## src/design/ccps_pkg.sv

```systemverilog
// Shared types and codes of the capped-cost path search unit.
package ccps_pkg;
    localparam int VTX_W        = 4;
    localparam int COST_W       = 32;
    localparam int NUM_VERTICES = 16;
    typedef enum logic [1:0] {
        ST_ADDED = 2'd0,
        ST_FULL  = 2'd1,
        ST_PATH  = 2'd2,
        ST_NONE  = 2'd3
    } t_status;
    localparam logic ACT_ADD   = 1'b0;
    localparam logic ACT_QUERY = 1'b1;
endpackage

```

## src/design/ccps_edge_store.sv

```systemverilog
// Edge store memory: one write port, one registered read port.
module ccps_edge_store #(
    parameter int MAX_EDGES = 64,
    parameter int EW        = 6
) (
    input  logic                          i_clk,
    input  logic                          i_we,
    input  logic [EW-1:0]                 i_waddr,
    input  logic [ccps_pkg::VTX_W-1:0]    i_wfrom,
    input  logic [ccps_pkg::VTX_W-1:0]    i_wto,
    input  logic signed [ccps_pkg::COST_W-1:0] i_wcost,
    input  logic [EW-1:0]                 i_raddr,
    output logic [ccps_pkg::VTX_W-1:0]    o_rfrom,
    output logic [ccps_pkg::VTX_W-1:0]    o_rto,
    output logic signed [ccps_pkg::COST_W-1:0] o_rcost
);
    import ccps_pkg::*;
    localparam int DW = 2*VTX_W + COST_W;
    logic [DW-1:0] mem [MAX_EDGES];
    logic [DW-1:0] r_rdata;

    always_ff @(posedge i_clk) begin
        if (i_we) begin
            mem[i_waddr] <= {i_wfrom, i_wto, i_wcost};
        end
        r_rdata <= mem[i_raddr];
    end

    assign o_rfrom = r_rdata[DW-1 -: VTX_W];
    assign o_rto   = r_rdata[COST_W +: VTX_W];
    assign o_rcost = r_rdata[COST_W-1:0];
endmodule

```

## src/design/capped_cost_path_search_unit.sv

```systemverilog
// Capped-cost path search unit: edge list store and depth-first path query.
//
// A request is taken when i_start is high and o_busy is low. An add request
// (action 0) stores an undirected edge and answers one result in the next
// cycle: added, or store full. A query request (action 1) runs a depth-first
// search with backtracking from first_vertex to second_vertex over edges whose
// signed cost is at most max_cost, trying neighbors in insertion order. It
// answers the path vertices start to destination, one per cycle, last set on
// the destination, or a single not-possible result. Results appear for one
// cycle under o_valid; the receiver cannot stall them. Edges sit in a memory
// with a registered read port; the search scans it one edge per cycle, passing
// through the issue state whenever it descends or backtracks. The DFS stack
// (vertex and resume position per level) is small and held in registers;
// visited marks are flip-flops cleared at each query start.
module capped_cost_path_search_unit #(
    parameter int MAX_EDGES    = 64
) (
    input  logic                               i_clk,
    input  logic                               i_rst_n,
    input  logic                               i_start,
    output logic                               o_busy,
    input  logic                               i_action,
    input  logic [ccps_pkg::VTX_W-1:0]         i_first_vertex,
    input  logic [ccps_pkg::VTX_W-1:0]         i_second_vertex,
    input  logic signed [ccps_pkg::COST_W-1:0] i_edge_cost,
    input  logic signed [ccps_pkg::COST_W-1:0] i_max_cost,
    output logic                               o_valid,
    output logic [1:0]                         o_status,
    output logic [ccps_pkg::VTX_W-1:0]         o_vertex,
    output logic                               o_last
);
    import ccps_pkg::*;

    localparam int EW = (MAX_EDGES > 1) ? $clog2(MAX_EDGES) : 1;
    localparam int CW = $clog2(MAX_EDGES + 1);
    localparam int SW = (NUM_VERTICES > 1) ? $clog2(NUM_VERTICES) : 1;
    localparam int DW = $clog2(NUM_VERTICES + 1);
    localparam int PW = $clog2(MAX_EDGES + 1);

    typedef enum logic [2:0] {
        S_IDLE, S_ISSUE, S_SCAN, S_EMIT, S_DONE
    } t_state;

    t_state r_state;
    logic [CW-1:0] r_count;
    logic [VTX_W-1:0] r_dest;
    logic signed [COST_W-1:0] r_limit;
    logic [NUM_VERTICES-1:0] r_seen;
    logic [VTX_W-1:0] r_stk_v [NUM_VERTICES];
    logic [PW-1:0]    r_stk_e [NUM_VERTICES];
    logic [DW-1:0] r_depth;
    logic [PW-1:0] r_pos;      // edge whose read data arrives this cycle
    logic [DW-1:0] r_emit;
    logic r_valid, r_last;
    logic [1:0] r_status;
    logic [VTX_W-1:0] r_vertex;

    logic [EW-1:0] raddr;
    logic [VTX_W-1:0] rd_from, rd_to, other;
    logic signed [COST_W-1:0] rd_cost;
    logic [SW-1:0] top;
    logic [VTX_W-1:0] cur_v;
    logic hit_from, hit_to, usable;
    logic add_we;

    assign add_we = (r_state == S_IDLE) && i_start && (i_action == ACT_ADD)
                    && (r_count < CW'(MAX_EDGES));

    ccps_edge_store #(.MAX_EDGES(MAX_EDGES), .EW(EW)) u_store (
        .i_clk  (i_clk),
        .i_we   (add_we),
        .i_waddr(r_count[EW-1:0]),
        .i_wfrom(i_first_vertex),
        .i_wto  (i_second_vertex),
        .i_wcost(i_edge_cost),
        .i_raddr(raddr),
        .o_rfrom(rd_from),
        .o_rto  (rd_to),
        .o_rcost(rd_cost)
    );

    assign top   = SW'(r_depth - DW'(1));
    assign cur_v = r_stk_v[top];
    assign hit_from = (rd_from == cur_v);
    assign hit_to   = (rd_to == cur_v);
    assign other    = hit_from ? rd_to : rd_from;
    assign usable = (hit_from || hit_to) && ({2'b0, other} < (VTX_W+2)'(NUM_VERTICES))
                    && !r_seen[other[SW-1:0]] && (rd_cost <= r_limit);

    // Read address: in scan, prefetch the next edge; on ISSUE, the resume point.
    always_comb begin
        if (r_state == S_SCAN) begin
            raddr = EW'(r_pos + PW'(1));
        end else begin
            raddr = EW'(r_stk_e[top]);
        end
    end

    always_ff @(posedge i_clk) begin
        r_valid <= 1'b0;
        r_last  <= 1'b0;
        if (!i_rst_n) begin
            r_state <= S_IDLE;
            r_count <= '0;
            r_depth <= '0;
        end else begin
            case (r_state)
                S_IDLE: begin
                    // stack depth is already zero here
                    if (i_start) begin
                        if (i_action == ACT_ADD) begin
                            r_valid  <= 1'b1;
                            r_last   <= 1'b1;
                            r_vertex <= '0;
                            if (r_count < CW'(MAX_EDGES)) begin
                                r_status <= ST_ADDED;
                                r_count  <= r_count + CW'(1);
                            end else begin
                                r_status <= ST_FULL;
                            end
                            r_state <= S_DONE;
                        end else begin
                            r_seen  <= '0;
                            r_dest  <= i_second_vertex;
                            r_limit <= i_max_cost;
                            r_emit  <= '0;
                            if ({1'b0, i_first_vertex} >= (VTX_W+1)'(NUM_VERTICES) ||
                                {1'b0, i_second_vertex} >= (VTX_W+1)'(NUM_VERTICES)) begin
                                r_valid  <= 1'b1;
                                r_last   <= 1'b1;
                                r_status <= ST_NONE;
                                r_vertex <= '0;
                                r_state  <= S_DONE;
                            end else if (i_first_vertex == i_second_vertex) begin
                                r_state <= S_EMIT;
                            end else begin
                                r_seen[i_first_vertex[SW-1:0]] <= 1'b1;
                                r_stk_v[0] <= i_first_vertex;
                                r_stk_e[0] <= '0;
                                r_depth <= DW'(1);
                                r_state <= S_ISSUE;
                            end
                        end
                    end
                end
                S_ISSUE: begin
                    if (r_depth == '0) begin
                        r_valid  <= 1'b1;
                        r_last   <= 1'b1;
                        r_status <= ST_NONE;
                        r_vertex <= '0;
                        r_state  <= S_DONE;
                    end else if (r_stk_e[top] >= PW'(r_count)) begin
                        r_depth <= r_depth - DW'(1);   // exhausted: backtrack
                    end else begin
                        r_pos   <= r_stk_e[top];
                        r_state <= S_SCAN;
                    end
                end
                S_SCAN: begin
                    if (usable) begin
                        r_stk_e[top] <= r_pos + PW'(1);
                        if (other == r_dest) begin
                            r_emit  <= '0;
                            r_state <= S_EMIT;
                        end else if (r_depth < DW'(NUM_VERTICES)) begin
                            r_seen[other[SW-1:0]] <= 1'b1;
                            r_stk_v[r_depth[SW-1:0]] <= other;
                            r_stk_e[r_depth[SW-1:0]] <= '0;
                            r_depth <= r_depth + DW'(1);
                            r_state <= S_ISSUE;
                        end else if (r_pos + PW'(1) >= PW'(r_count)) begin
                            r_depth <= r_depth - DW'(1);
                            r_state <= S_ISSUE;
                        end else begin
                            r_pos <= r_pos + PW'(1);
                        end
                    end else if (r_pos + PW'(1) >= PW'(r_count)) begin
                        r_depth <= r_depth - DW'(1);
                        r_state <= S_ISSUE;
                    end else begin
                        r_pos <= r_pos + PW'(1);
                    end
                end
                S_EMIT: begin
                    r_valid  <= 1'b1;
                    r_status <= ST_PATH;
                    if (r_emit < r_depth) begin
                        r_vertex <= r_stk_v[r_emit[SW-1:0]];
                        r_emit   <= r_emit + DW'(1);
                    end else begin
                        r_vertex <= r_dest;
                        r_last   <= 1'b1;
                        r_state  <= S_DONE;
                    end
                end
                S_DONE: begin
                    r_depth <= '0;
                    r_state <= S_IDLE;
                end
                default: r_state <= S_IDLE;
            endcase
        end
    end

    assign o_busy   = (r_state != S_IDLE);
    assign o_valid  = r_valid;
    assign o_status = r_status;
    assign o_vertex = r_vertex;
    assign o_last   = r_last;
endmodule

```

## config.mk

```make
export PLATFORM = sky130hd
export DESIGN_NAME = capped_cost_path_search_unit
export DESIGN_NICKNAME = d
export VERILOG_FILES = /design/src/design/ccps_pkg.sv /design/src/design/ccps_edge_store.sv /design/src/design/capped_cost_path_search_unit.sv
export SDC_FILE = /design/constraint.sdc
export NUM_CORES = 2
export LEC_CHECK = 0
export BUFFER_PORTS_ARGS = -buffer_cell sky130_fd_sc_hd__clkbuf_2
export CAP_MARGIN = 25
export CELL_PAD_IN_SITES_DETAIL_PLACEMENT = 0
export CELL_PAD_IN_SITES_GLOBAL_PLACEMENT = 1
export CORE_ASPECT_RATIO = 1.2
export CORE_MARGIN = 2
export CORE_UTILIZATION = 45
export DETAILED_ROUTE_END_ITERATION = 10
export PLACE_DENSITY = 0.65
export SLEW_MARGIN = 0
export SYNTH_ARGS = -nofsm -noshare
export SYNTH_HDL_FRONTEND = slang
export SYNTH_SLANG_ARGS = --single-unit
export TNS_END_PERCENT = 20
```

## constraint.sdc

```tcl
create_clock -name i_clk -period 15.55 [get_ports i_clk]
set_input_delay 2.3325 -clock i_clk [delete_from_list [all_inputs] [get_ports i_clk]]
set_output_delay 2.3325 -clock i_clk [all_outputs]
set_load 0.01 [all_outputs]
```

==> results.ini <==
[clock_tree]
ctsHoldBuffers=0
cts_tree=yes
numCtsBuffers=293
ctsLongestPathBuffers=4
clk_latency_ns=0.86
postCtsSetupRepairBufs=0
cts_resized=0
htree_levels=5
path_clk_slew_ns=0.07
cts_sinks=2867
cts_root_buf=clkbuf_16

[yosys]
ys_types=68
synth_area_um2=114000
synthXorXnorAreaFrac_pct=0.292
yosysMostFrequentCell=edfxtp_1
synth_top_area_cell=edfxtp_1
yosysWarnings=0
muxShareOfSynthArea_pct=6.80
synthArstFlopShare_pct=0
synth_compound_area_share_pct=8.01
ys_ff_latch=2867
syn_inst=7607
synth_fa_ha_area_share_pct=0.635
synth_top_family_by_area=simple AND/OR/NAND/NOR gates
avgSynthCellArea_um2=15.0
synth_top_area_share_pct=70.8
synthTopCellsByArea=edfxtp_1 (71%), nand2_1 (4.4%), mux4_2 (4.0%), dfxtp_1 (3.0%), mux2i_1 (2.7%)
ys_top_cells_by_count=edfxtp_1 (2694), nand2_1 (1341), a21oi_1 (443)
synth_simple_gate_area_share_pct=8.20
synth_edf_count=2694
synth_ff_type=edfxtp_1
ys_seq_area_share_pct=73.8
syn-num-nets=7741

[floorplanning]
die_w_um=464
rows=202
die-area_um2=258000
die_height_um=556
ios=85
initial_core_util_pct=45.3
core_um2=252000

[worst_hold_path]
whs_path_depth=2
worst_hold_path.endpoint=r_stk_e[5][2]
hold_start=r_stk_e[5][2]
hold_path.class=register to register

[flow_run]
cap_violations=0

[critical_path]
startpoint=r_depth[0]
r2r_end=u_store.r_rdata[12]
r2r_cells=12
criticalPathCategory=register to register
crit_required_ns=16.34
worstPathMaxFanout=123
r2r_start=r_depth[0]
r2r_setup_slack_ns=7.98
end_kind=register
start_kind=register
cp.arrival_ns=8.36

[pwr]
peakVddDrop_v=0.0000875
power_density_nw_per_um2=127
power_leakage_uw=0.0424

[cells_and_area]
num-fill-cells=20900
nets=7834
area_growth_pct=12.5
drive_gt1_share_pct=13.3
final_core_util_pct=50.9

[placed_design]
gp_congestion=0.844
place.port_buffers=84
hpwl_um=180000

[sta]
slew_headroom_pct=1.02
drv_slew=0
tns_ns=0
period_share_pct=48.7
tightest_slew_ns=1.48
setup-violations-final=0
finalCriticalPeriod_ns=7.57
fmax_mhz=132
rsz0062_at_grt=no
finClkSkew_ns=0.0483
hold_viol=0

[detailed_routing]
drc=0
ant_nets=0
viasPerCell=6.00
first_iter_violations=7573
vias=68200
wl_per_cell_um=30.1
drtPass1Iterations=6
drt-total-wl_um=342000

[grt]
grtUsageMet3_pct=3.54
top_usage_layer=met2
grt_use_met2_pct=43.9
overflow=0
grt_max_degree=168
antenna_found_initial=28
use_met1_pct=34.1
track_usage_pct=26.0
grt_pass1_wl_um=484000
first_global_vias=65900

[run_status]
outcome=completed

[worst max-delay path, cell delays in order (launching register included)]
cell and delay (ns):
dfxtp_4 0.69, inv_1 0.36, ha_2 0.63, buf_4 0.64
mux4_2 0.42, mux4_2 0.53, a21boi_4 0.17, buf_4 0.63
buf_12 0.51, buf_4 0.71, mux4_2 0.58, a32oi_1 1.10
and3_1 0.29
[per-layer routing]
metal | routed length [um] | vias to the layer above
met5 | 34 | -
met4 | 14000 | 6
met3 | 23300 | 510
li1 | - | 29500
met1 | 136000 | 35400
met2 | 169000 | 2734
[report_power, final]
part,internal (uW),switching (uW),leakage [uW]
clock network,3900,2910,0.00445
logic,335,642,0.0123
registers,8480,104,0.0257
[metrics by stage]
| step | cell area (um2) | total power (uW) | instances | hold WS [ns] | worst slack (ns) |
|---|---|---|---|---|---|
| 2_1_floorplan | 114000 | 9280 | 7607 | 0.454 | 9.68 |
| 3_5_place_dp | 119000 | 9730 | 10800 | 0.478 | 7.91 |
| 4_1_cts | 128000 | 16500 | 11300 | 0.494 | 7.90 |
| 6_report | 129000 | 16400 | 11400 | 0.491 | 7.98 |
| 5_1_grt | 129000 | 16800 | 11400 | 0.515 | 7.72 |
| 3_3_place_gp | 119000 | 9700 | 10700 | 0.467 | 6.95 |
[cells by family (layout without fill, tap and decap cells)]
logic type,count (synthesis),after routing
mux,522,522
fa+ha+maj,58,58
simple gates,2156,2156
other cells,0,75
buf+inv,578,891
flops,2867,2867
compound gates,1390,1390
xor+xnor,36,36
[flip-flops by register name (all words and copies together) (netlist names), named ones only]
name,cells
o_last,1
o_status,2
o_valid,1
o_vertex,4
r_count,7
r_depth,5
r_dest,4
r_emit,5
r_limit,32
r_pos,7
r_seen,16
r_state,3
r_stk_e,112
r_stk_v,64
u_store.mem,2560
u_store.r_rdata,40
[layout make-up]
type                            instances  area (um2)  area share, %
Sequential cell                      2867       84400           65.6
Multi-Input combinational cell       4162       28100           21.9
Clock buffer                          390        8010           6.23
Tap cell                             3366        4210           3.28
Timing Repair Buffer                  312        2310           1.80
Clock inverter                        125        1060          0.822
Inverter                               64         260          0.202
Antenna cell                           75         188          0.146
[placed cells by master (no fill, tap or decap), drive strengths merged, types with 30 or more instances in the layout]
cell / n
a211oi: 127
a21o: 92
a21oi: 443
a221oi: 42
a31oi: 44
a32oi: 318
and3: 52
buf: 228
clkbuf: 474
clkinv: 99
dfxtp: 173
diode: 75
edfxtp: 2694
ha: 58
inv: 72
mux2i: 310
mux4: 203
nand2: 1341
nand3: 279
nor2: 250
nor2b: 85
nor3: 30
nor4: 53
o21ai: 187
o22ai: 101
[worst max-delay path by stage]
stage / endpoint / slack (ns)
2_1_floorplan: u_store.mem[63][0] / 9.68
4_1_cts: u_store.r_rdata[24] / 7.90
3_3_place_gp: u_store.r_rdata[1] / 6.95
5_1_grt: u_store.r_rdata[19] / 7.72
6_report: u_store.r_rdata[12] / 7.98
3_5_place_dp: u_store.r_rdata[24] / 7.91
(Power assumes the default switching activity.)
